$ cat src/tcs_pkg.sv
// Shared constants, command codes and controller/datapath interface types for the console.
package tcs_pkg;

    // Screen and scrollback geometry
    localparam int COLS         = 80;
    localparam int ROWS         = 25;
    localparam int HISTORY_ROWS = 200;

    // Field widths
    localparam int CMD_W  = 3;
    localparam int CHAR_W = 8;
    localparam int SROW_W = 5;
    localparam int COL_W  = 7;
    localparam int LINE_W = 8;
    localparam int ADDR_W = $clog2(HISTORY_ROWS * COLS);

    // Command codes
    localparam logic [CMD_W-1:0] CMD_PUT       = 3'd0;
    localparam logic [CMD_W-1:0] CMD_CLEAR     = 3'd1;
    localparam logic [CMD_W-1:0] CMD_PAGE_UP   = 3'd2;
    localparam logic [CMD_W-1:0] CMD_PAGE_DOWN = 3'd3;
    localparam logic [CMD_W-1:0] CMD_READ      = 3'd4;

    // Character codes
    localparam logic [CHAR_W-1:0] CH_BACKSPACE = 8'd8;
    localparam logic [CHAR_W-1:0] CH_NEWLINE   = 8'd10;
    localparam logic [CHAR_W-1:0] CH_SPACE     = 8'd32;

    // Configuration reset value
    localparam logic [CHAR_W-1:0] ATTR_RESET = 8'd15;

    // Controller to datapath commands
    typedef struct packed {
        logic latch;       // capture the incoming request
        logic blank_step;  // write one space of the row sweep
        logic exec;        // perform the request's update
        logic load_out;    // load the result register
    } tcs_cmd_t;

    // Datapath to controller status
    typedef struct packed {
        logic need_blank;  // printable char targets a row not yet blanked
        logic blank_last;  // sweep is at the last column
    } tcs_status_t;

endpackage

$ cat src/tcs_ctrl.sv
// Controller state machine: request intake, row blanking sweep, execution, result handoff.
module tcs_ctrl
    import tcs_pkg::*;
(
    input  logic        clk,
    input  logic        rst_n,
    input  logic        in_valid,
    output logic        in_stall,
    output logic        out_valid,
    input  logic        out_stall,
    input  tcs_status_t status,
    output tcs_cmd_t    ctl
);

    localparam logic [1:0] S_IDLE  = 2'd0;
    localparam logic [1:0] S_EXEC  = 2'd1;
    localparam logic [1:0] S_BLANK = 2'd2;
    localparam logic [1:0] S_DONE  = 2'd3;

    logic [1:0] state_reg;
    logic [1:0] state_next;
    logic       out_valid_reg;
    logic       out_valid_next;

    // Next state and commands
    always_comb
    begin
        state_next = state_reg;
        ctl        = '0;
        unique case (state_reg)
            S_IDLE:
            begin
                if (in_valid)
                begin
                    ctl.latch  = 1'b1;
                    state_next = S_EXEC;
                end
            end
            S_EXEC:
            begin
                if (status.need_blank)
                begin
                    state_next = S_BLANK;
                end
                else
                begin
                    ctl.exec   = 1'b1;
                    state_next = S_DONE;
                end
            end
            S_BLANK:
            begin
                ctl.blank_step = 1'b1;
                if (status.blank_last)
                begin
                    state_next = S_EXEC;
                end
            end
            S_DONE:
            begin
                if (!out_valid_reg || !out_stall)
                begin
                    ctl.load_out = 1'b1;
                    state_next   = S_IDLE;
                end
            end
            default:
            begin
                state_next = S_IDLE;
            end
        endcase
    end

    // Result valid flag
    always_comb
    begin
        if (ctl.load_out)
        begin
            out_valid_next = 1'b1;
        end
        else if (!out_stall)
        begin
            out_valid_next = 1'b0;
        end
        else
        begin
            out_valid_next = out_valid_reg;
        end
    end

    always_ff @(posedge clk or negedge rst_n)
    begin
        if (!rst_n)
        begin
            state_reg     <= S_IDLE;
            out_valid_reg <= 1'b0;
        end
        else
        begin
            state_reg     <= state_next;
            out_valid_reg <= out_valid_next;
        end
    end

    assign in_stall  = (state_reg != S_IDLE);
    assign out_valid = out_valid_reg;

endmodule

$ cat config.mk
export PLATFORM = sky130hd
export DESIGN_NAME = tcs_ctrl
export DESIGN_NICKNAME = d
export VERILOG_FILES = /design/src/tcs_pkg.sv /design/src/tcs_ctrl.sv
export SDC_FILE = /design/constraint.sdc
export NUM_CORES = 1
export LEC_CHECK = 0
export BUFFER_PORTS_ARGS = -buffer_cell sky130_fd_sc_hd__clkbuf_2
export CAP_MARGIN = 20
export CORE_AREA = 3 3 40 42
export DETAILED_ROUTE_END_ITERATION = 7
export DIE_AREA = 0 0 43 45
export GPL_TIMING_DRIVEN = 0
export REMOVE_ABC_BUFFERS = 1
export SETUP_SLACK_MARGIN = 0.05
export SLEW_MARGIN = 40
export SYNTH_ARGS = -nofsm -noshare
export SYNTH_HDL_FRONTEND = slang
export SYNTH_SLANG_ARGS = --single-unit
$ cat constraint.sdc
create_clock -name clk -period 2.7 [get_ports clk]
set_clock_uncertainty 0.2 [all_clocks]
set_input_delay 0.54 -clock clk [delete_from_list [all_inputs] [get_ports clk]]
set_output_delay 0.54 -clock clk [all_outputs]
set_load 0.02 [all_outputs]
==> results of run 1 <==
cells in the final DEF (no fill, tap or decap), drive strengths merged:
master       Yosys  layout
a21boi           1       1
and2             1       1
clkbuf           0      15
dfrtp            3       3
dlygate4sd3      0       1
inv              2       2
mux2i            1       1
mux4             1       1
nand2            1       1
nand2b           2       2
nor2             2       2
nor2b            1       1
nor3b            1       1
or2              1       1
per-stage QoR:
stage | worst slack [ns] | cell area [µm²] | util, % | power (mW)
2_1_floorplan | 0.8731 | 175.2 | - | 0.2071
3_3_place_gp | 0.9014 | 249.0 | 19.38 | 0.2596
3_5_place_dp | 0.9098 | 249.0 | 19.38 | 0.2645
4_1_cts | 0.6952 | 285.3 | 22.20 | 0.3464
5_1_grt | 0.6525 | 285.3 | 22.20 | 0.3721
6_report | 0.7152 | 285.3 | 22.20 | 0.3378
power by group through the flow:
stage / registers (mW) / logic (mW) / clock network [mW]
floorplan: 0.100 / 0.107 / 0
global placement: 0.0995 / 0.160 / 0
detailed placement: 0.101 / 0.163 / 0
CTS: 0.101 / 0.165 / 0.0811
global route: 0.108 / 0.179 / 0.0854
finish: 0.0991 / 0.162 / 0.0767
synth_stat cells:
cell / instances / area, µm²
nor2_1: 2 / 7.510
buf_4: 1 / 7.510
a21boi_0: 1 / 7.510
mux2i_1: 1 / 10.01
nor3b_1: 1 / 7.510
dfrtp_1: 3 / 75.07
or2_2: 1 / 6.260
inv_1: 2 / 7.510
nand2b_1: 2 / 12.51
nand2_1: 1 / 3.750
mux4_2: 1 / 22.52
and2_4: 1 / 8.760
nor2b_1: 1 / 6.260
routing by layer:
| layer | vias to the layer above | wire length, µm | global-route usage, % |
|---|---|---|---|
| li1 | 89 | - | - |
| met5 | - | 0 | 0 |
| met3 | 2 | 39 | 1.992 |
| met4 | 0 | 21 | 10.84 |
| met1 | 79 | 186 | 6.553 |
| met2 | 9 | 188 | 7.186 |
worst paths after layout:
check | start | end | slack (ns) | depth (start not counted)
max in group asynchronous | rst_n | out_valid | 1.76 | 2
min in group asynchronous | rst_n | state_reg[0] | 0.44 | 2
min | state_reg[0] | state_reg[1] | 0.38 | 1
max reg2reg | out_valid | state_reg[0] | 1.36 | 2
max | state_reg[0] | ctl[3] | 0.72 | 3
min reg2reg | state_reg[0] | state_reg[1] | 0.38 | 1
what timing repair did:
action	in CTS	in global routing
endpoints found under the hold margin	3	0
gates resized for setup	0	0
setup buffers	0	0
hold buffers	1	0
cell families after synthesis:
family / after synthesis / synth area share, %
simple gates: 9 / 28.77
mux: 2 / 17.81
flops: 3 / 41.09
compound gates: 1 / 4.111
buf+inv: 3 / 8.222
critical path, stage by stage, from the launching register on:
cell and delay [ns]:
dfrtp_1 0.43, or2_2 0.33, nor2_1 0.09, clkbuf_2 0.17
final cells by class:
type / instances / area share (%)
tap: 15 / 6.579
clock buffer: 4 / 9.211
sequential: 3 / 26.32
multi-input combinational: 12 / 32.46
timing repair buffer: 12 / 22.81
inverter: 2 / 2.632
==> flow_summary.json, run 1 <==
{
  "p_comb_share_pct": 47.9,
  "finalMaxSlewViolations": 0,
  "regArea_um2": 75.07,
  "coreArea_um2": 1285,
  "drive_gt1_share_pct": 51.52,
  "setup_viol": 0,
  "grt_pass1_vias": 196,
  "syn_area_um2": 182.7,
  "status": "finished, final reports clean",
  "p_int_mw": 0.1965,
  "multi_input_area_um2": 92.59,
  "grt_usage_pct": 6.177,
  "drc_errors": 0,
  "gp_congestion": 0.7039,
  "hpwl_um": 344.7,
  "fp.dieW_um": 43,
  "initial_core_util_pct": 14.22,
  "grt_setup_unrepaired": "no",
  "drt_iter0_drc": 1,
  "antenna_found_initial": 0,
  "fin_nets": 40,
  "start_kind": "flip-flop",
  "synthToLayoutAreaGrowth_pct": 56.16,
  "avgSynthCellArea_um2": 10.15,
  "crit_type": "reg2out",
  "grt_overflow": 0,
  "root_buffer": "clkbuf_4",
  "finalHoldViolCount": 0,
  "fmax_ghz": 0.5038,
  "routed_wirelength_um": 436,
  "htree_num_levels": 1,
  "antenna_cells": 0,
  "maxSlewHeadroom_pct": 85.94,
  "peakVddDrop_uv": 268.0,
  "cts_buffers": 3,
  "tightestPinTransition_ns": 0.2109,
  "largest_reg_flops": 2,
  "pwr-share-clk_pct": 22.7,
  "port_buffers": 11,
  "swShare_pct": 41.82,
  "fill_cells": 158,
  "wire_per_inst_um": 9.083,
  "io_pins": 12,
  "clkLatencyLatePin_ns": 0.23,
  "via_count": 179,
  "fin_tns_setup_ns": 0,
  "crit_fanout": 6,
  "grt_pass1_wl_um": 772,
  "stdcell_count": 48,
  "power_frac_seq_pct": 29.3,
  "cp-end-kind": "primary output",
  "synth_cell_type_count": 13,
  "syn_inst": 18,
  "grt_max_degree": 8,
  "worstHoldPathType": "reg2reg",
  "via_per_inst": 3.729,
  "power_density_nw_per_um2": 1184,
  "dieArea_um2": 1935,
  "fin_hold_ws_ns": 0.3811,
  "crit_required_ns": 1.96,
  "cp.arrival_ns": 1.24,
  "switching_power_mw": 0.1413,
  "place_inst": 43,
  "clkTransAtPathRegs_ns": 0.04,
  "ant_nets": 0,
  "ys_warn_count": 0,
  "clock_sinks": 3,
  "num_rows": 13,
  "ys_seq_area_share_pct": 41.10,
  "cellLeakagePower_nw": 0.1522,
  "ys_ff_latch": 3,
  "drtPass1Iterations": 3,
  "drv_cap": 0,
  "timing.final.crit_period_ns": 1.985,
  "min_period_over_period_pct": 73.51,
  "cts_tree": "built",
  "cts_buffer_depth": 2,
  "die_h_um": 45
}
Note: power is estimated with default switching activity, not from simulation.
==> run 2: changes to the inputs <==
ABC_AREA = 1   (was not set)
clock period = 1.77 ns   (was 2.7 ns; I/O delays follow)
==> run 2 against run 1 <==
  * Final area decreased by 1.8%
  * Non-clock buffer count is the same
  * Highest routed layer is now met3
  * Sequential share of layout area grew 0.92 points
  * Cell count up 15%
  * Worst setup slack got worse by 0.58 ns
  * Global-route usage down 1.6 points
  * Combinational power grew 54%
  * Flip-flop and latch count did not move
  * Critical path type unchanged
==> flow_summary.json, run 2 <==
{
  "crit_required_ns": 1.22,
  "ys_top_cells_by_area": "dfrtp_1 (44%), nand2_1 (13%), inv_1 (11%), nor2_1 (8.8%), nand4_1 (7.3%)",
  "grt_setup_unrepaired": "no",
  "synth.most_common_cell": "nand2_1",
  "power_frac_seq_pct": 29.7,
  "setup_viol": 0,
  "r2r_end": "state_reg[0]",
  "initial_core_util_pct": 13.34,
  "crit_type": "reg2out",
  "drv_cap": 0,
  "via_count": 200,
  "grt_max_degree": 8,
  "clkTransAtPathRegs_ns": 0.04,
  "grt_overflow": 0,
  "synth-edff-count": 0,
  "switching_power_mw": 0.2400,
  "dieArea_um2": 1935,
  "peakVddDrop_uv": 262.0,
  "layout_common_cells": "clkbuf_2 (10), nand2_1 (6), inv_1 (5), nor2_1 (3), clkbuf_4 (3)",
  "ys_warn_count": 0,
  "synth_top_area_share_pct": 43.80,
  "gp_congestion": 0.6284,
  "ff2ff_path_depth": 4,
  "synthArstFlopShare_pct": 100.0,
  "clkLatencyLatePin_ns": 0.23,
  "synthToLayoutAreaGrowth_pct": 63.50,
  "use_met3_pct": 1.195,
  "syn_area_um2": 171.4,
  "cts_setup_buffers": 0,
  "regArea_um2": 76.32,
  "fin_nets": 47,
  "coreArea_um2": 1285,
  "finalHoldViolCount": 0,
  "cts_buffers": 3,
  "use_met1_pct": 3.883,
  "swShare_pct": 46.00,
  "status": "finished, final reports clean",
  "drive_gt1_share_pct": 40.00,
  "num_rows": 13,
  "routed_wirelength_um": 391,
  "hold_start": "out_stall",
  "crit_fanout": 7,
  "drtPass1Iterations": 2,
  "multi_input_area_um2": 72.57,
  "root_buffer": "clkbuf_4",
  "crit_chain": "nor2_2, inv_1, nor2_1, buf_4",
  "ys_ff_latch": 3,
  "htree_num_levels": 1,
  "fill_cells": 153,
  "grt_usage_pct": 4.591,
  "synth_cell_type_count": 9,
  "syn_inst": 25,
  "antenna_cells": 0,
  "timing.final.crit_period_ns": 1.639,
  "ant_nets": 0,
  "layout_commonest_cell": "clkbuf_2",
  "start_kind": "flip-flop",
  "clock_sinks": 3,
  "cp_num_buf_inv": 2,
  "grt_pass1_vias": 183,
  "synth_common_cells": "nand2_1 (6), inv_1 (5), nor2_1 (4)",
  "worstHoldPathType": "in2reg",
  "die_h_um": 45,
  "cellLeakagePower_nw": 0.1626,
  "cp-end-kind": "primary output",
  "largest_reg_flops": 2,
  "p_comb_share_pct": 47.8,
  "cts_buffer_depth": 2,
  "setup.worst_path.start": "state_reg[0]",
  "finalMaxSlewViolations": 0,
  "drt_iter0_drc": 1,
  "io_pins": 12,
  "hpwl_um": 317.8,
  "drc_errors": 0,
  "ys_seq_area_share_pct": 43.80,
  "via_per_inst": 3.636,
  "yosysTopAreaCell": "dfrtp_1",
  "top_usage_layer": "met4",
  "antenna_found_initial": 0,
  "whs_path_depth": 3,
  "cp.arrival_ns": 1.09,
  "pwr-share-clk_pct": 22.5,
  "tightestPinTransition_ns": 0.1841,
  "cpPeakStageDelay_ns": 0.44,
  "grt_use_met2_pct": 7.186,
  "worstReg2RegStart": "state_reg[0]",
  "rrSetupSlack_ns": 0.69,
  "avgSynthCellArea_um2": 6.857,
  "grt_pass1_wl_um": 607,
  "cpLargestDelayFamily": "flip-flops",
  "port_buffers": 11,
  "fin_tns_setup_ns": 0,
  "synth-main-ff-cell": "dfrtp_1",
  "cts_tree": "built",
  "p_int_mw": 0.2817,
  "fp.dieW_um": 43,
  "hold_path_end": "out_valid",
  "cp_slowest_cell": "dfrtp_2",
  "dpl_cell_area_um2": 237.7,
  "power_density_nw_per_um2": 1861,
  "maxSlewHeadroom_pct": 87.73,
  "min_period_over_period_pct": 92.60,
  "fin_hold_ws_ns": 0.1640,
  "fin_area_um2": 280.3,
  "fmax_ghz": 0.6101,
  "wire_per_inst_um": 7.109
}
-- run 2: cell count changes after synthesis, moves of 2 or more --
cell,delta
nand4_1,+2
nor2_1,+2
nand2_1,+5
nand3_1,+2
nand2b_1,-2
inv_1,+3
-- run 2: area by class of cell --
cell class | instances | area share [%]
clock buffers | 4 | 9.375
inverters | 5 | 6.696
multi-input cells | 16 | 25.89
flip-flops and latches | 3 | 27.23
well taps | 15 | 6.696
repair buffers | 12 | 24.11
-- run 2: how the worst max path moves through the flow --
stage                  end  slack (ns)  cells past startpoint
CTS                 ctl[3]        0.07                      4
detailed placement  ctl[3]        0.33                      4
floorplan           ctl[3]        0.24                      3
global route        ctl[3]        0.05                      4
finish              ctl[3]        0.13                      4
global placement    ctl[3]        0.32                      4
-- run 2: power groups by stage --
stage	Sequential [mW]	Combinational (mW)	Clock (mW)
after floorplan	0.154	0.157	0
after global placement	0.148	0.245	0
after detailed placement	0.150	0.245	0
after CTS	0.149	0.248	0.126
after global routing	0.166	0.277	0.126
final	0.155	0.250	0.117
-- run 2: worst register-to-register path: cells and delay by family (launching register included) --
kind	cells	cell delay (ns)
AND/OR/NAND/NOR	4	0.32
flip-flops	1	0.44
-- run 2: layer usage --
metal,routed length (µm),vias to the layer above
met5,0,-
met4,0,0
met3,26,0
met2,209,5
met1,155,89
li1,-,106
-- run 2: timing repair --
| action | 4_1_cts | 5_1_grt |
|---|---|---|
| endpoints found under the hold margin | 3 | 0 |
| setup endpoints to repair | 0 | 1 |
| gates resized for setup | 0 | 4 |
| hold buffers | 1 | 0 |
-- run 2: per-stage QoR --
stage / util [%] / std cells / setup WS (ns) / power (mW)
after global placement: 18.50 / 50 / 0.3229 / 0.3924
after floorplan: - / 24 / 0.2375 / 0.3105
final: 21.81 / 55 / 0.1309 / 0.5217
after detailed placement: 18.50 / 50 / 0.3285 / 0.3951
after global routing: 21.81 / 55 / 0.04711 / 0.5694
after CTS: 21.32 / 55 / 0.06969 / 0.5229
-- run 2: logic make-up (layout without fill, tap and decap cells) --
family | count (synthesis) | count (layout) | share of synthesized area (%)
buffers and inverters | 6 | 21 | 15.33
AO/OA/AOI/OAI | 2 | 2 | 5.834
flip-flops | 3 | 3 | 43.79
AND/OR/NAND/NOR | 14 | 14 | 35.03
==> run 3: changes to the inputs <==
clock period = 2 ns   (was 1.77 ns; I/O delays follow)
==> run 3 against run 2 <==
  * Final area decreased by 2.2%
  * Cell count unchanged
  * Global-route usage unchanged
  * Sequential share of layout area increased by 0.17 points
  * Sequential power decreased by 15%
  * Hold slack improved by 0.045 ns
  * Count of clock-buffer cells in the layout unchanged
  * Flip-flop and latch count unchanged
  * Critical path type unchanged
  * Non-clock buffer count unchanged
  * Worst setup slack improved by 0.14 ns
==> flow_summary.json, run 3 (synthesized netlist as in run 2, its figures left out) <==
{
  "dieArea_um2": 1935,
  "power_density_nw_per_um2": 1643,
  "rrSetupSlack_ns": 0.90,
  "root_buffer": "clkbuf_4",
  "die_h_um": 45,
  "cts_hold_buf": 1,
  "wl_met1_um": 151,
  "drt_iter0_drc": 0,
  "start_kind": "flip-flop",
  "layout_common_cells": "clkbuf_2 (11), nand2_1 (6), inv_1 (5), nor2_1 (4)",
  "clock_sinks": 3,
  "fin_tns_setup_ns": 0,
  "grt_setup_unrepaired": "no",
  "gp_congestion": 0.6284,
  "ant_nets": 0,
  "drv_cap": 0,
  "tightestPinTransition_ns": 0.1859,
  "cp_slowest_cell": "dfrtp_1",
  "fmax_ghz": 0.5792,
  "drive_gt1_share_pct": 35.00,
  "routed_wirelength_um": 380,
  "maxSlewHeadroom_pct": 87.61,
  "clkLatencyLatePin_ns": 0.23,
  "peakVddDrop_uv": 226.6,
  "min_period_over_period_pct": 86.32,
  "via_count": 194,
  "fp.dieW_um": 43,
  "postCtsResizedCells": 0,
  "hold_start": "out_stall",
  "cts_buffers": 3,
  "worstReg2RegStart": "state_reg[0]",
  "fin_hold_ws_ns": 0.2091,
  "r2r_end": "state_reg[0]",
  "grt_pass1_vias": 183,
  "antenna_cells": 0,
  "layout_commonest_cell": "clkbuf_2",
  "crit_fanout": 7,
  "wl_met3_um": 26,
  "cts_setup_buffers": 0,
  "cp.arrival_ns": 1.13,
  "fin_nets": 47,
  "cellLeakagePower_nw": 0.1628,
  "met2WireLength_um": 202,
  "port_buffers": 11,
  "crit_type": "reg2out",
  "largest_reg_flops": 2,
  "status": "finished, final reports clean",
  "hpwl_um": 317.8,
  "whs_path_depth": 3,
  "ff2ff_path_depth": 4,
  "drtPass1Iterations": 1,
  "grt_overflow": 0,
  "initial_core_util_pct": 13.34,
  "via_per_inst": 3.527,
  "cp_num_buf_inv": 2,
  "stdcell_count": 55,
  "cts_buffer_depth": 2,
  "crit_required_ns": 1.40,
  "grt_pass1_wl_um": 607,
  "cpPeakStageDelay_ns": 0.43,
  "wire_per_inst_um": 6.909,
  "cp-end-kind": "primary output",
  "crit_chain": "nor2_1, inv_1, nor2_1, clkbuf_2",
  "cts_tree": "built",
  "finalHoldViolCount": 0,
  "antenna_found_initial": 0,
  "grt_usage_pct": 4.591,
  "num_rows": 13,
  "finalMaxSlewViolations": 0,
  "synthToLayoutAreaGrowth_pct": 59.85,
  "crit_path_frequent_cell": "nor2_1",
  "cpLargestDelayFamily": "flip-flops",
  "worstHoldPathType": "in2reg",
  "drc_errors": 0,
  "clkTransAtPathRegs_ns": 0.04,
  "htree_num_levels": 1,
  "place_inst": 50,
  "io_pins": 12,
  "highest_layer": "met3",
  "coreArea_um2": 1285,
  "timing.final.crit_period_ns": 1.726,
  "setup_viol": 0,
  "grt_max_degree": 8,
  "hold_path_end": "out_valid",
  "cp_num_cells": 4
}
run 3: changes by cell type in the layout (fill, tap and decap cells not counted):
cell      previous run  this run
buf_4                1         0
clkbuf_2            10        11
dfrtp_1              2         3
dfrtp_2              1         0
nor2_1               3         4
nor2_2               1         0
run 3: power by group:
part / internal, mW / total, mW / switching, mW / leakage, nW
Combinational: 0.0749 / 0.214 / 0.139 / 0.111
Clock: 0.0747 / 0.105 / 0.0302 / 0.0150
Sequential: 0.0919 / 0.131 / 0.0392 / 0.0364
Total: 0.242 / 0.450 / 0.209 / 0.163
run 3: per-stage QoR:
| stage | area [µm²] | utilization, % | setup WS, ns | total power [mW] |
|---|---|---|---|---|
| 4_1_cts | 274.0 | 21.32 | 0.2537 | 0.4628 |
| 5_1_grt | 274.0 | 21.32 | 0.1718 | 0.4899 |
| 3_3_place_gp | 237.7 | 18.50 | 0.5069 | 0.3473 |
| 3_5_place_dp | 237.7 | 18.50 | 0.5125 | 0.3497 |
| 2_1_floorplan | 163.9 | - | 0.4215 | 0.2748 |
| 6_report | 274.0 | 21.32 | 0.2735 | 0.4502 |
run 3: area by class of cell:
class | count | area (µm²)
repair buffers | 12 | 65.06
fillers | 150 | 1011
multi-input cells | 16 | 70.07
inverters | 5 | 18.77
clock buffers | 4 | 26.28
flip-flops and latches | 3 | 75.07
well taps | 15 | 18.77
run 3: worst max-delay path by stage:
stage / from / end
after floorplan: state_reg[0] / ctl[3]
after global placement: state_reg[0] / ctl[3]
after detailed placement: state_reg[0] / ctl[3]
after CTS: state_reg[0] / ctl[3]
after global routing: state_reg[0] / ctl[3]
final: state_reg[0] / ctl[3]
run 3: per-layer routing:
layer  up-vias  track usage, %
met1        82           3.883
li1        107               -
met2         5           7.186
met3         0           1.195
met4         0           7.229
met5         -               0
run 3: tightest hold or removal path: stages:
cell	delay (ns)
clkbuf_2	0.10
nand2_1	0.05
nand2_1	0.05
